==> src/rtl/core/md5_pkg.sv <==
// ----------------------------------------------------------------------------
// md5_pkg
// Types, constants and round tables of the MD5 stream hasher.
// ----------------------------------------------------------------------------
`default_nettype none

package md5_pkg;

    localparam logic [31:0] IV_A = 32'h67452301;
    localparam logic [31:0] IV_B = 32'hEFCDAB89;
    localparam logic [31:0] IV_C = 32'h98BADCFE;
    localparam logic [31:0] IV_D = 32'h10325476;

    localparam logic [7:0] PAD_BYTE = 8'h80;

    // What the datapath feeds into the rounds as message words.
    typedef enum logic [1:0] {
        MODE_DATA,   // stored block as written
        MODE_PAD1,   // partial block with the pad marker, length if it fits
        MODE_PAD2    // zeros and the bit length only
    } mode_t;

    typedef struct packed {
        logic        byte_we;
        logic        load_work;
        logic        rd_en;
        logic [5:0]  rd_round;
        logic        wk_en;
        logic [5:0]  wk_round;
        logic        round_en;
        logic [5:0]  exec_round;
        logic        fold;
        logic        restart;
        mode_t       mode;
        logic [1:0]  out_sel;
    } cmd_t;

    typedef struct packed {
        logic pos_last;   // the next byte completes a block
        logic pos_hi;     // 56 or more bytes held: length needs a second block
    } sts_t;

    function automatic logic [31:0] round_k(input logic [5:0] r);
        logic [31:0] k;
        case (r)
            6'd0:  k = 32'hd76aa478;  6'd1:  k = 32'he8c7b756;
            6'd2:  k = 32'h242070db;  6'd3:  k = 32'hc1bdceee;
            6'd4:  k = 32'hf57c0faf;  6'd5:  k = 32'h4787c62a;
            6'd6:  k = 32'ha8304613;  6'd7:  k = 32'hfd469501;
            6'd8:  k = 32'h698098d8;  6'd9:  k = 32'h8b44f7af;
            6'd10: k = 32'hffff5bb1;  6'd11: k = 32'h895cd7be;
            6'd12: k = 32'h6b901122;  6'd13: k = 32'hfd987193;
            6'd14: k = 32'ha679438e;  6'd15: k = 32'h49b40821;
            6'd16: k = 32'hf61e2562;  6'd17: k = 32'hc040b340;
            6'd18: k = 32'h265e5a51;  6'd19: k = 32'he9b6c7aa;
            6'd20: k = 32'hd62f105d;  6'd21: k = 32'h02441453;
            6'd22: k = 32'hd8a1e681;  6'd23: k = 32'he7d3fbc8;
            6'd24: k = 32'h21e1cde6;  6'd25: k = 32'hc33707d6;
            6'd26: k = 32'hf4d50d87;  6'd27: k = 32'h455a14ed;
            6'd28: k = 32'ha9e3e905;  6'd29: k = 32'hfcefa3f8;
            6'd30: k = 32'h676f02d9;  6'd31: k = 32'h8d2a4c8a;
            6'd32: k = 32'hfffa3942;  6'd33: k = 32'h8771f681;
            6'd34: k = 32'h6d9d6122;  6'd35: k = 32'hfde5380c;
            6'd36: k = 32'ha4beea44;  6'd37: k = 32'h4bdecfa9;
            6'd38: k = 32'hf6bb4b60;  6'd39: k = 32'hbebfbc70;
            6'd40: k = 32'h289b7ec6;  6'd41: k = 32'heaa127fa;
            6'd42: k = 32'hd4ef3085;  6'd43: k = 32'h04881d05;
            6'd44: k = 32'hd9d4d039;  6'd45: k = 32'he6db99e5;
            6'd46: k = 32'h1fa27cf8;  6'd47: k = 32'hc4ac5665;
            6'd48: k = 32'hf4292244;  6'd49: k = 32'h432aff97;
            6'd50: k = 32'hab9423a7;  6'd51: k = 32'hfc93a039;
            6'd52: k = 32'h655b59c3;  6'd53: k = 32'h8f0ccc92;
            6'd54: k = 32'hffeff47d;  6'd55: k = 32'h85845dd1;
            6'd56: k = 32'h6fa87e4f;  6'd57: k = 32'hfe2ce6e0;
            6'd58: k = 32'ha3014314;  6'd59: k = 32'h4e0811a1;
            6'd60: k = 32'hf7537e82;  6'd61: k = 32'hbd3af235;
            6'd62: k = 32'h2ad7d2bb;  6'd63: k = 32'heb86d391;
            default: k = 32'h0;
        endcase
        return k;
    endfunction

    function automatic logic [4:0] round_shift(input logic [5:0] r);
        logic [4:0] s;
        case ({r[5:4], r[1:0]})
            4'd0:  s = 5'd7;   4'd1:  s = 5'd12;  4'd2:  s = 5'd17;  4'd3:  s = 5'd22;
            4'd4:  s = 5'd5;   4'd5:  s = 5'd9;   4'd6:  s = 5'd14;  4'd7:  s = 5'd20;
            4'd8:  s = 5'd4;   4'd9:  s = 5'd11;  4'd10: s = 5'd16;  4'd11: s = 5'd23;
            4'd12: s = 5'd6;   4'd13: s = 5'd10;  4'd14: s = 5'd15;  4'd15: s = 5'd21;
            default: s = 5'd0;
        endcase
        return s;
    endfunction

    // Message word used by round r.
    function automatic logic [3:0] msg_index(input logic [5:0] r);
        logic [3:0] m;
        logic [3:0] g;
        m = r[3:0];
        case (r[5:4])
            2'd0:    g = m;
            2'd1:    g = 4'(m * 4'd5 + 4'd1);
            2'd2:    g = 4'(m * 4'd3 + 4'd5);
            default: g = 4'(m * 4'd7);
        endcase
        return g;
    endfunction

endpackage

`default_nettype wire

==> src/rtl/core/md5_stream_if.sv <==
// ----------------------------------------------------------------------------
// md5_stream_if
// Valid/ready channels of the MD5 stream hasher: byte input and digest output.
// ----------------------------------------------------------------------------
`default_nettype none

interface md5_in_if;
    logic       valid;
    logic       ready;
    logic [7:0] data_byte;
    logic       is_final;

    modport source (output valid, output data_byte, output is_final, input ready);
    modport sink   (input valid, input data_byte, input is_final, output ready);
endinterface

interface md5_out_if;
    logic        valid;
    logic        ready;
    logic [31:0] digest_word;
    logic [1:0]  word_index;
    logic        last_word;

    modport source (output valid, output digest_word, output word_index,
                    output last_word, input ready);
    modport sink   (input valid, input digest_word, input word_index,
                    input last_word, output ready);
endinterface

`default_nettype wire

==> src/rtl/core/md5_ctrl.sv <==
// ----------------------------------------------------------------------------
// md5_ctrl
// Sequencer of the MD5 hasher: byte intake, round issue, padding, readout.
// ----------------------------------------------------------------------------
`default_nettype none

module md5_ctrl (
    input  wire logic          clk,
    input  wire logic          rst_n,
    input  wire logic          in_valid,
    input  wire logic          in_is_final,
    output logic               in_ready,
    input  wire logic          out_ready,
    output logic               out_valid,
    output logic [1:0]         out_index,
    input  wire md5_pkg::sts_t sts,
    output md5_pkg::cmd_t      cmd
);

    localparam logic [6:0] ISS_ROUNDS = 7'd64;
    localparam logic [6:0] ISS_LAST   = 7'd65;
    localparam logic [1:0] IDX_LAST   = 2'd3;

    typedef enum logic [1:0] {
        S_IDLE,
        S_RUN,
        S_FOLD,
        S_OUT
    } state_t;

    state_t         state_reg, state_next;
    logic [6:0]     iss_reg, iss_next;
    md5_pkg::mode_t mode_reg, mode_next;
    logic [1:0]     idx_reg, idx_next;

    logic       in_xfer;
    logic       out_xfer;
    logic [6:0] iss_m1;
    logic [6:0] iss_m2;

    assign in_xfer  = in_valid && (state_reg == S_IDLE);
    assign out_xfer = out_ready && (state_reg == S_OUT);
    assign iss_m1   = iss_reg - 7'd1;
    assign iss_m2   = iss_reg - 7'd2;

    assign in_ready  = (state_reg == S_IDLE);
    assign out_valid = (state_reg == S_OUT);
    assign out_index = idx_reg;

    // The round issue counter drives three pipeline steps: word read,
    // masking plus round constant, then the round itself.
    always_comb
    begin
        cmd            = '0;
        cmd.byte_we    = in_xfer && !in_is_final;
        cmd.load_work  = (state_reg == S_RUN) && (iss_reg == 7'd0);
        cmd.rd_en      = (state_reg == S_RUN) && (iss_reg < ISS_ROUNDS);
        cmd.rd_round   = iss_reg[5:0];
        cmd.wk_en      = (state_reg == S_RUN) && (iss_reg != 7'd0) && (iss_reg <= ISS_ROUNDS);
        cmd.wk_round   = iss_m1[5:0];
        cmd.round_en   = (state_reg == S_RUN) && (iss_reg > 7'd1);
        cmd.exec_round = iss_m2[5:0];
        cmd.fold       = (state_reg == S_FOLD);
        cmd.restart    = out_xfer && (idx_reg == IDX_LAST);
        cmd.mode       = mode_reg;
        cmd.out_sel    = idx_reg;
    end

    always_comb
    begin
        state_next = state_reg;
        iss_next   = iss_reg;
        mode_next  = mode_reg;
        idx_next   = idx_reg;
        unique case (state_reg)
            S_IDLE:
            begin
                if (in_xfer)
                begin
                    if (in_is_final)
                    begin
                        mode_next  = md5_pkg::MODE_PAD1;
                        state_next = S_RUN;
                        iss_next   = 7'd0;
                    end
                    else if (sts.pos_last)
                    begin
                        mode_next  = md5_pkg::MODE_DATA;
                        state_next = S_RUN;
                        iss_next   = 7'd0;
                    end
                end
            end
            S_RUN:
            begin
                iss_next = iss_reg + 7'd1;
                if (iss_reg == ISS_LAST)
                begin
                    state_next = S_FOLD;
                end
            end
            S_FOLD:
            begin
                if ((mode_reg == md5_pkg::MODE_PAD1) && sts.pos_hi)
                begin
                    mode_next  = md5_pkg::MODE_PAD2;
                    state_next = S_RUN;
                    iss_next   = 7'd0;
                end
                else if (mode_reg == md5_pkg::MODE_DATA)
                begin
                    state_next = S_IDLE;
                end
                else
                begin
                    state_next = S_OUT;
                    idx_next   = 2'd0;
                end
            end
            S_OUT:
            begin
                if (out_xfer)
                begin
                    idx_next = idx_reg + 2'd1;
                    if (idx_reg == IDX_LAST)
                    begin
                        state_next = S_IDLE;
                    end
                end
            end
            default:
            begin
                state_next = S_IDLE;
            end
        endcase
    end

    always_ff @(posedge clk or negedge rst_n)
    begin
        if (!rst_n)
        begin
            state_reg <= S_IDLE;
            iss_reg   <= 7'd0;
            mode_reg  <= md5_pkg::MODE_DATA;
            idx_reg   <= 2'd0;
        end
        else
        begin
            state_reg <= state_next;
            iss_reg   <= iss_next;
            mode_reg  <= mode_next;
            idx_reg   <= idx_next;
        end
    end

endmodule

`default_nettype wire

==> src/rtl/core/md5_datapath.sv <==
// ----------------------------------------------------------------------------
// md5_datapath
// Block buffer, padding mask, MD5 round unit and chaining registers.
// ----------------------------------------------------------------------------
`default_nettype none

module md5_datapath (
    input  wire logic          clk,
    input  wire logic          rst_n,
    input  wire md5_pkg::cmd_t cmd,
    input  wire logic [7:0]    data_byte,
    output md5_pkg::sts_t      sts,
    output logic [31:0]        digest_word
);

    // Block buffer: sixteen little-endian words with byte lanes.
    logic [3:0][7:0] block_mem_reg [16];

    logic [31:0] chain_reg [4];
    logic [5:0]  pos_reg;
    logic [60:0] count_reg;

    logic [31:0] mem_q_reg;
    logic [31:0] wk_reg;
    logic [31:0] a_reg, b_reg, c_reg, d_reg;

    logic [3:0]  wk_g;
    logic [31:0] msg_word;
    logic [63:0] bit_len;
    logic        len_here;
    logic [31:0] wk_next;

    logic [31:0] f_val;
    logic [31:0] sum;
    logic [63:0] sum_dbl;
    logic [31:0] t_val;

    assign sts.pos_last = (pos_reg == 6'd63);
    assign sts.pos_hi   = (pos_reg[5:3] == 3'b111);
    assign digest_word  = chain_reg[cmd.out_sel];
    assign bit_len      = {count_reg, 3'b000};
    assign wk_g         = md5_pkg::msg_index(cmd.wk_round);

    // Padding is applied on the fly as words leave the buffer, so bytes
    // at or above the fill position are never taken from storage.
    always_comb
    begin
        msg_word = '0;
        case (cmd.mode)
            md5_pkg::MODE_DATA:
            begin
                msg_word = mem_q_reg;
            end
            md5_pkg::MODE_PAD1:
            begin
                for (int k = 0; k < 4; k++)
                begin
                    if ({wk_g, 2'(k)} < pos_reg)
                    begin
                        msg_word[8*k +: 8] = mem_q_reg[8*k +: 8];
                    end
                    else if ({wk_g, 2'(k)} == pos_reg)
                    begin
                        msg_word[8*k +: 8] = md5_pkg::PAD_BYTE;
                    end
                end
            end
            default:
            begin
                msg_word = '0;
            end
        endcase
        len_here = (cmd.mode == md5_pkg::MODE_PAD2) ||
                   ((cmd.mode == md5_pkg::MODE_PAD1) && !sts.pos_hi);
        if (len_here && (wk_g[3:1] == 3'b111))
        begin
            msg_word = wk_g[0] ? bit_len[63:32] : bit_len[31:0];
        end
        wk_next = msg_word + md5_pkg::round_k(cmd.wk_round);
    end

    always_comb
    begin
        case (cmd.exec_round[5:4])
            2'd0:    f_val = (b_reg & c_reg) | (~b_reg & d_reg);
            2'd1:    f_val = (b_reg & d_reg) | (c_reg & ~d_reg);
            2'd2:    f_val = b_reg ^ c_reg ^ d_reg;
            default: f_val = c_reg ^ (b_reg | ~d_reg);
        endcase
        sum     = a_reg + f_val + wk_reg;
        sum_dbl = {sum, sum} << md5_pkg::round_shift(cmd.exec_round);
        t_val   = b_reg + sum_dbl[63:32];
    end

    always_ff @(posedge clk)
    begin
        if (cmd.byte_we)
        begin
            block_mem_reg[pos_reg[5:2]][pos_reg[1:0]] <= data_byte;
        end
        if (cmd.rd_en)
        begin
            mem_q_reg <= block_mem_reg[md5_pkg::msg_index(cmd.rd_round)];
        end
    end

    always_ff @(posedge clk)
    begin
        if (cmd.wk_en)
        begin
            wk_reg <= wk_next;
        end
        if (cmd.load_work)
        begin
            a_reg <= chain_reg[0];
            b_reg <= chain_reg[1];
            c_reg <= chain_reg[2];
            d_reg <= chain_reg[3];
        end
        else if (cmd.round_en)
        begin
            a_reg <= d_reg;
            b_reg <= t_val;
            c_reg <= b_reg;
            d_reg <= c_reg;
        end
    end

    always_ff @(posedge clk or negedge rst_n)
    begin
        if (!rst_n)
        begin
            chain_reg[0] <= md5_pkg::IV_A;
            chain_reg[1] <= md5_pkg::IV_B;
            chain_reg[2] <= md5_pkg::IV_C;
            chain_reg[3] <= md5_pkg::IV_D;
            pos_reg      <= 6'd0;
            count_reg    <= 61'd0;
        end
        else if (cmd.restart)
        begin
            chain_reg[0] <= md5_pkg::IV_A;
            chain_reg[1] <= md5_pkg::IV_B;
            chain_reg[2] <= md5_pkg::IV_C;
            chain_reg[3] <= md5_pkg::IV_D;
            pos_reg      <= 6'd0;
            count_reg    <= 61'd0;
        end
        else
        begin
            if (cmd.byte_we)
            begin
                pos_reg   <= pos_reg + 6'd1;
                count_reg <= count_reg + 61'd1;
            end
            if (cmd.fold)
            begin
                chain_reg[0] <= chain_reg[0] + a_reg;
                chain_reg[1] <= chain_reg[1] + b_reg;
                chain_reg[2] <= chain_reg[2] + c_reg;
                chain_reg[3] <= chain_reg[3] + d_reg;
            end
        end
    end

endmodule

`default_nettype wire

==> src/rtl/core/md5_stream_hasher.sv <==
// ----------------------------------------------------------------------------
// md5_stream_hasher
// MD5 digest of a byte stream with a valid/ready byte input and digest output.
// ----------------------------------------------------------------------------
// Usage:
//   in_ch carries one message byte per transfer with is_final low; a transfer
//   with is_final high closes the message (its data_byte is ignored).
//   out_ch then delivers the digest as four 32-bit words A, B, C, D with
//   word_index 0 to 3 and last_word high on the fourth.
// Flow:
//   Bytes are taken while in_ch.ready is high. The 64th byte of a block
//   starts a compression (round issue through the three-step round
//   pipeline, then the chaining add), during which in_ch.ready is low, so
//   no new byte is taken before the compression has finished. The closing
//   transfer runs one padded compression, or two when 56 or more bytes of
//   the last block are held, before the first digest word is valid.
// Reset and stalls:
//   Reset loads the MD5 initial values and clears the byte counters; no
//   clearing pass runs. While out_ch.ready is low the current word holds,
//   and no new byte is taken until the fourth word has been transferred,
//   after which the block is ready for the next message.
// ----------------------------------------------------------------------------
`default_nettype none

module md5_stream_hasher (
    input  wire logic clk,
    input  wire logic rst_n,
    md5_in_if.sink    in_ch,
    md5_out_if.source out_ch
);

    md5_pkg::cmd_t cmd;
    md5_pkg::sts_t sts;
    logic [1:0]    out_index;

    md5_ctrl u_ctrl (
        .clk         (clk),
        .rst_n       (rst_n),
        .in_valid    (in_ch.valid),
        .in_is_final (in_ch.is_final),
        .in_ready    (in_ch.ready),
        .out_ready   (out_ch.ready),
        .out_valid   (out_ch.valid),
        .out_index   (out_index),
        .sts         (sts),
        .cmd         (cmd)
    );

    md5_datapath u_datapath (
        .clk         (clk),
        .rst_n       (rst_n),
        .cmd         (cmd),
        .data_byte   (in_ch.data_byte),
        .sts         (sts),
        .digest_word (out_ch.digest_word)
    );

    assign out_ch.word_index = out_index;
    assign out_ch.last_word  = (out_index == 2'd3);

endmodule

`default_nettype wire

==> src/flat_wrapper.sv <==
// flat-port wrapper written by rule: the top's interface ports become plain ports
module md5_stream_hasher_flat 
  (clk, rst_n, in_ch_valid, in_ch_data_byte, in_ch_is_final, in_ch_ready, out_ch_valid, out_ch_digest_word, out_ch_word_index, out_ch_last_word, out_ch_ready);
  md5_in_if in_ch_i ();
  md5_out_if out_ch_i ();
  input  wire logic clk;
  input  wire logic rst_n;
  input wire logic [$bits(in_ch_i.valid)-1:0] in_ch_valid;
  input wire logic [$bits(in_ch_i.data_byte)-1:0] in_ch_data_byte;
  input wire logic [$bits(in_ch_i.is_final)-1:0] in_ch_is_final;
  output wire logic [$bits(in_ch_i.ready)-1:0] in_ch_ready;
  output wire logic [$bits(out_ch_i.valid)-1:0] out_ch_valid;
  output wire logic [$bits(out_ch_i.digest_word)-1:0] out_ch_digest_word;
  output wire logic [$bits(out_ch_i.word_index)-1:0] out_ch_word_index;
  output wire logic [$bits(out_ch_i.last_word)-1:0] out_ch_last_word;
  input wire logic [$bits(out_ch_i.ready)-1:0] out_ch_ready;
  assign in_ch_i.valid = in_ch_valid;
  assign in_ch_i.data_byte = in_ch_data_byte;
  assign in_ch_i.is_final = in_ch_is_final;
  assign in_ch_ready = in_ch_i.ready;
  assign out_ch_valid = out_ch_i.valid;
  assign out_ch_digest_word = out_ch_i.digest_word;
  assign out_ch_word_index = out_ch_i.word_index;
  assign out_ch_last_word = out_ch_i.last_word;
  assign out_ch_i.ready = out_ch_ready;
  md5_stream_hasher u_core (.clk(clk), .rst_n(rst_n), .in_ch(in_ch_i), .out_ch(out_ch_i));
endmodule
==> config.mk <==
export PLATFORM = sky130hd
export DESIGN_NAME = md5_stream_hasher_flat
export DESIGN_NICKNAME = d
export VERILOG_FILES = /design/src/rtl/core/md5_pkg.sv /design/src/rtl/core/md5_stream_if.sv /design/src/rtl/core/md5_ctrl.sv /design/src/rtl/core/md5_datapath.sv /design/src/rtl/core/md5_stream_hasher.sv /design/src/flat_wrapper.sv
export SDC_FILE = /design/constraint.sdc
export NUM_CORES = 2
export LEC_CHECK = 0
export BUFFER_PORTS_ARGS = -buffer_cell sky130_fd_sc_hd__buf_4
export CORE_ASPECT_RATIO = 1.2
export CORE_MARGIN = 1.5
export CORE_UTILIZATION = 55
export DETAILED_ROUTE_END_ITERATION = 12
export HOLD_SLACK_MARGIN = 0.15
export MAX_ROUTING_LAYER = met4
export PLACE_DENSITY = 0.71
export SYNTH_ARGS = -nofsm -noshare
export SYNTH_HDL_FRONTEND = slang
export SYNTH_SLANG_ARGS = --single-unit
==> constraint.sdc <==
create_clock -name clk -period 25.5 [get_ports clk]
set_input_delay 1.275 -clock clk [delete_from_list [all_inputs] [get_ports clk]]
set_output_delay 1.275 -clock clk [all_outputs]
set_load 0.02 [all_outputs]
==> results.cfg <==
[outcome]
status = finished clean

[routing]
dr.pass1.iters = 9
antenna_left = 0
drc = 0
routed_wirelength_um = 172000
first_iter_violations = 4243
wl_per_cell_um = 25.7
vias = 43700
avgViaCountPerCell = 6.51

[critical_path]
crit_required_ns = 25.92
path_delay_family = compound AO/OA/AOI/OAI gates
timing.rr.start = u_core.u_ctrl.iss_reg[2]
crit_fanout = 54
endpoint_kind = flop
cp_slowest_cell = dfrtp_1
path_buf_inv = 4
crit_start = u_core.u_ctrl.iss_reg[2]
critPathArrivalTime_ns = 11.08
cp-start-kind = flop
slowest_delay_ns = 0.85
crit_type = reg2reg

[grt]
grt_pass1_vias = 42300
antenna_found_initial = 1
grt_pass1_wl_um = 260000
grt-ovfl-total = 0
grt_max_degree = 95
grt_usage_pct = 33.7

[sta]
hold_violations = 0
fin_crit_ns = 10.67
fin_crit_sh_pct = 41.8
fin_ws_ns = 14.83
drv_slew = 0
tightest_slew_ns = 1.26
max_freq_mhz = 93.8
skew_ns = 0.0518
setup_tns_ns = 0
maxSlewHeadroom_pct = 15.9
hold-worst-slack_ns = 0.522
grt_setup_unrepaired = false
setup_viol = 0

[power_and_ir_drop]
pwr-share-comb_pct = 0.7
power.share.switching_pct = 21.0
pwr_density_cell_nw_per_um2 = 48.7
p_switching_mw = 0.627
clkPwrFrac_pct = 45.8
p_leak_nw = 23.6
pwr-share-seq_pct = 53.5
p_int_mw = 2.36
power_mw = 2.99
vdd_ir_drop_max_uv = 74.6

[layout]
drive_above_1_share_pct = 10.9
finalInstanceArea_sq_um = 61300
finalNonFillerCells = 6712
utilization_pct = 60.2
largest_reg_flops = 512
nets = 5594
area_growth_pct = 8.20
n_antenna_cell = 0

[floorplanning]
placementRows = 128
core-area_sq_um = 102000
die_h_um = 355
io_pins = 50
die_width_um = 296
initial_utilization_pct = 55.6
die-area_sq_um = 105000

[place]
numPortBuffers = 49
dp_hpwl_um = 120000
routabilityCongestion = 1.00
pre_cts_slack_ns = 14.93
place_inst = 6543
dpl_cell_area_sq_um = 58300

[synthesis]
synth_flop_cell = edfxtp_1
async_reset_ff_share_pct = 22.8
synth_top_area_share_pct = 37.3
syn_inst = 5359
avgSynthCellArea_sq_um = 10.6
syn-num-nets = 5681
yosysUniqueCellTypes = 104
yosys_warnings = 0
synth_area_sq_um = 56700
synth_edf_count = 704
ys_seq_area_share_pct = 46.6
yosysTopAreaCell = edfxtp_1
ys_ff_latch = 912
synth_area_leaders = edfxtp_1 (37%), mux4_2 (6.7%), dfrtp_1 (6.4%), ha_1 (5.9%), nand2_1 (4.2%)

[cts]
clkTransAtPathRegs_ns = 0.07
cts_resized = 0
clkSinkCount = 912
cts_hold_buf = 0
cts_setup_buffers = 0
clk_latency_ns = 0.71
clockBufferDepth = 3
numCtsBuffers = 91
clock-root-buffer = clkbuf_16
cts_tree = built
cts_max_level = 3

[hold_path]
min_path_type = reg2reg
hp-start = u_core.u_datapath.chain_reg[49]

[run]
cap_violations = 0
[cell usage in the layout, fill, tap and decap left out, drive strengths merged, types with 25 or more instances in the layout]
cell | synthesis | final
a21o | 87 | 87
nand2 | 630 | 630
o311ai | 25 | 25
a31oi | 83 | 83
mux2i | 122 | 122
nor2 | 459 | 459
a221o | 33 | 33
dfrtp | 144 | 144
ha | 265 | 265
dfstp | 64 | 64
edfxtp | 704 | 704
and3 | 52 | 52
mux4 | 168 | 168
o31ai | 31 | 31
fa | 44 | 44
o211ai | 41 | 41
a21oi | 411 | 411
o21a | 43 | 43
xor2 | 130 | 130
nand4 | 29 | 29
nor2b | 56 | 56
nor3 | 111 | 111
inv | 111 | 116
mux2 | 27 | 27
or3 | 64 | 64
nand3 | 184 | 184
clkinv | 2 | 41
o21ai | 389 | 389
clkbuf | 214 | 116
nand2b | 29 | 29
a211oi | 86 | 86
buf | 84 | 118
xnor2 | 157 | 157
and2 | 26 | 26
[Yosys cell counts, drive strengths merged (19+ instances only)]
library cell and number:
o21ai 389, and2 26, inv 111, a21oi 411
nor2b 56, xnor2 157, a31oi 83, a211oi 86
o31ai 31, a21o 87, nand2 630, dfstp 64
a311oi 19, mux4 168, o311ai 25, xor2 130
edfxtp 704, nand4 29, ha 265, fa 44
nor3 111, mux2 27, a221o 33, nor2 459
o211ai 41, nand2b 29, nand3 184, clkbuf 214
o21a 43, buf 84, mux2i 122, and3 52
dfrtp 144, or3 64
[per-layer routing]
metal	share of wire (%)	wire length [um]	GRT usage (%)	vias up
met5	0	0	-	-
met4	6.0	10400	18.0	0
met3	6.8	11600	5.07	456
met2	49	84700	55.0	1818
met1	38	65500	40.2	21500
li1	-	-	-	19900
[power groups by stage]
stage               Combinational, mW  Clock, mW  Sequential, mW
floorplan                   0.0000920          0            1.63
global placement               0.0215          0            1.63
detailed placement             0.0226          0            1.63
CTS                            0.0226       1.38            1.60
global route                   0.0246       1.44            1.60
finish                         0.0218       1.37            1.60
[final timing paths]
kind | to | slack [ns] | cells after the start
worst max-delay path | u_core.u_datapath.b_reg[30] | 14.83 | 36
worst min-delay path | u_core.u_datapath.chain_reg[49] | 0.52 | 2
worst max register to register | u_core.u_datapath.b_reg[30] | 14.83 | 36
worst min register to register | u_core.u_datapath.chain_reg[49] | 0.52 | 2
max in group asynchronous | u_core.u_ctrl.out_index[1] | 23.26 | 2
min in group asynchronous | u_core.u_ctrl.iss_reg[4] | 0.65 | 1
[worst register-to-register path: cells and delay by family, from the launching register on]
kind / cells / cell delay (ns)
compound gates: 17 / 4.52
xor+xnor: 1 / 0.19
mux: 1 / 0.20
simple gates: 8 / 1.98
flops: 1 / 0.85
buf+inv: 4 / 0.93
fa+ha+maj: 5 / 1.72
[final cells by class]
cell class / count / area, sq um
fillers: 8333 / 40600
well taps: 1365 / 1710
repair buffers: 118 / 893
clock buffers: 116 / 2450
inverters: 113 / 424
clock inverters: 52 / 549
flip-flops and latches: 912 / 26400
multi-input cells: 4036 / 28800
[kinds of logic after synthesis]
logic type	Yosys count	share of synthesized area, %
adder cells (fa/ha/maj)	309	7.41
flip-flops	912	46.6
AO/OA/AOI/OAI	1413	15.6
buffers and inverters	411	2.82
XOR/XNOR	288	4.55
multiplexers	317	9.39
AND/OR/NAND/NOR	1709	13.6
No activity file was read; power rests on OpenSTA's default activity.
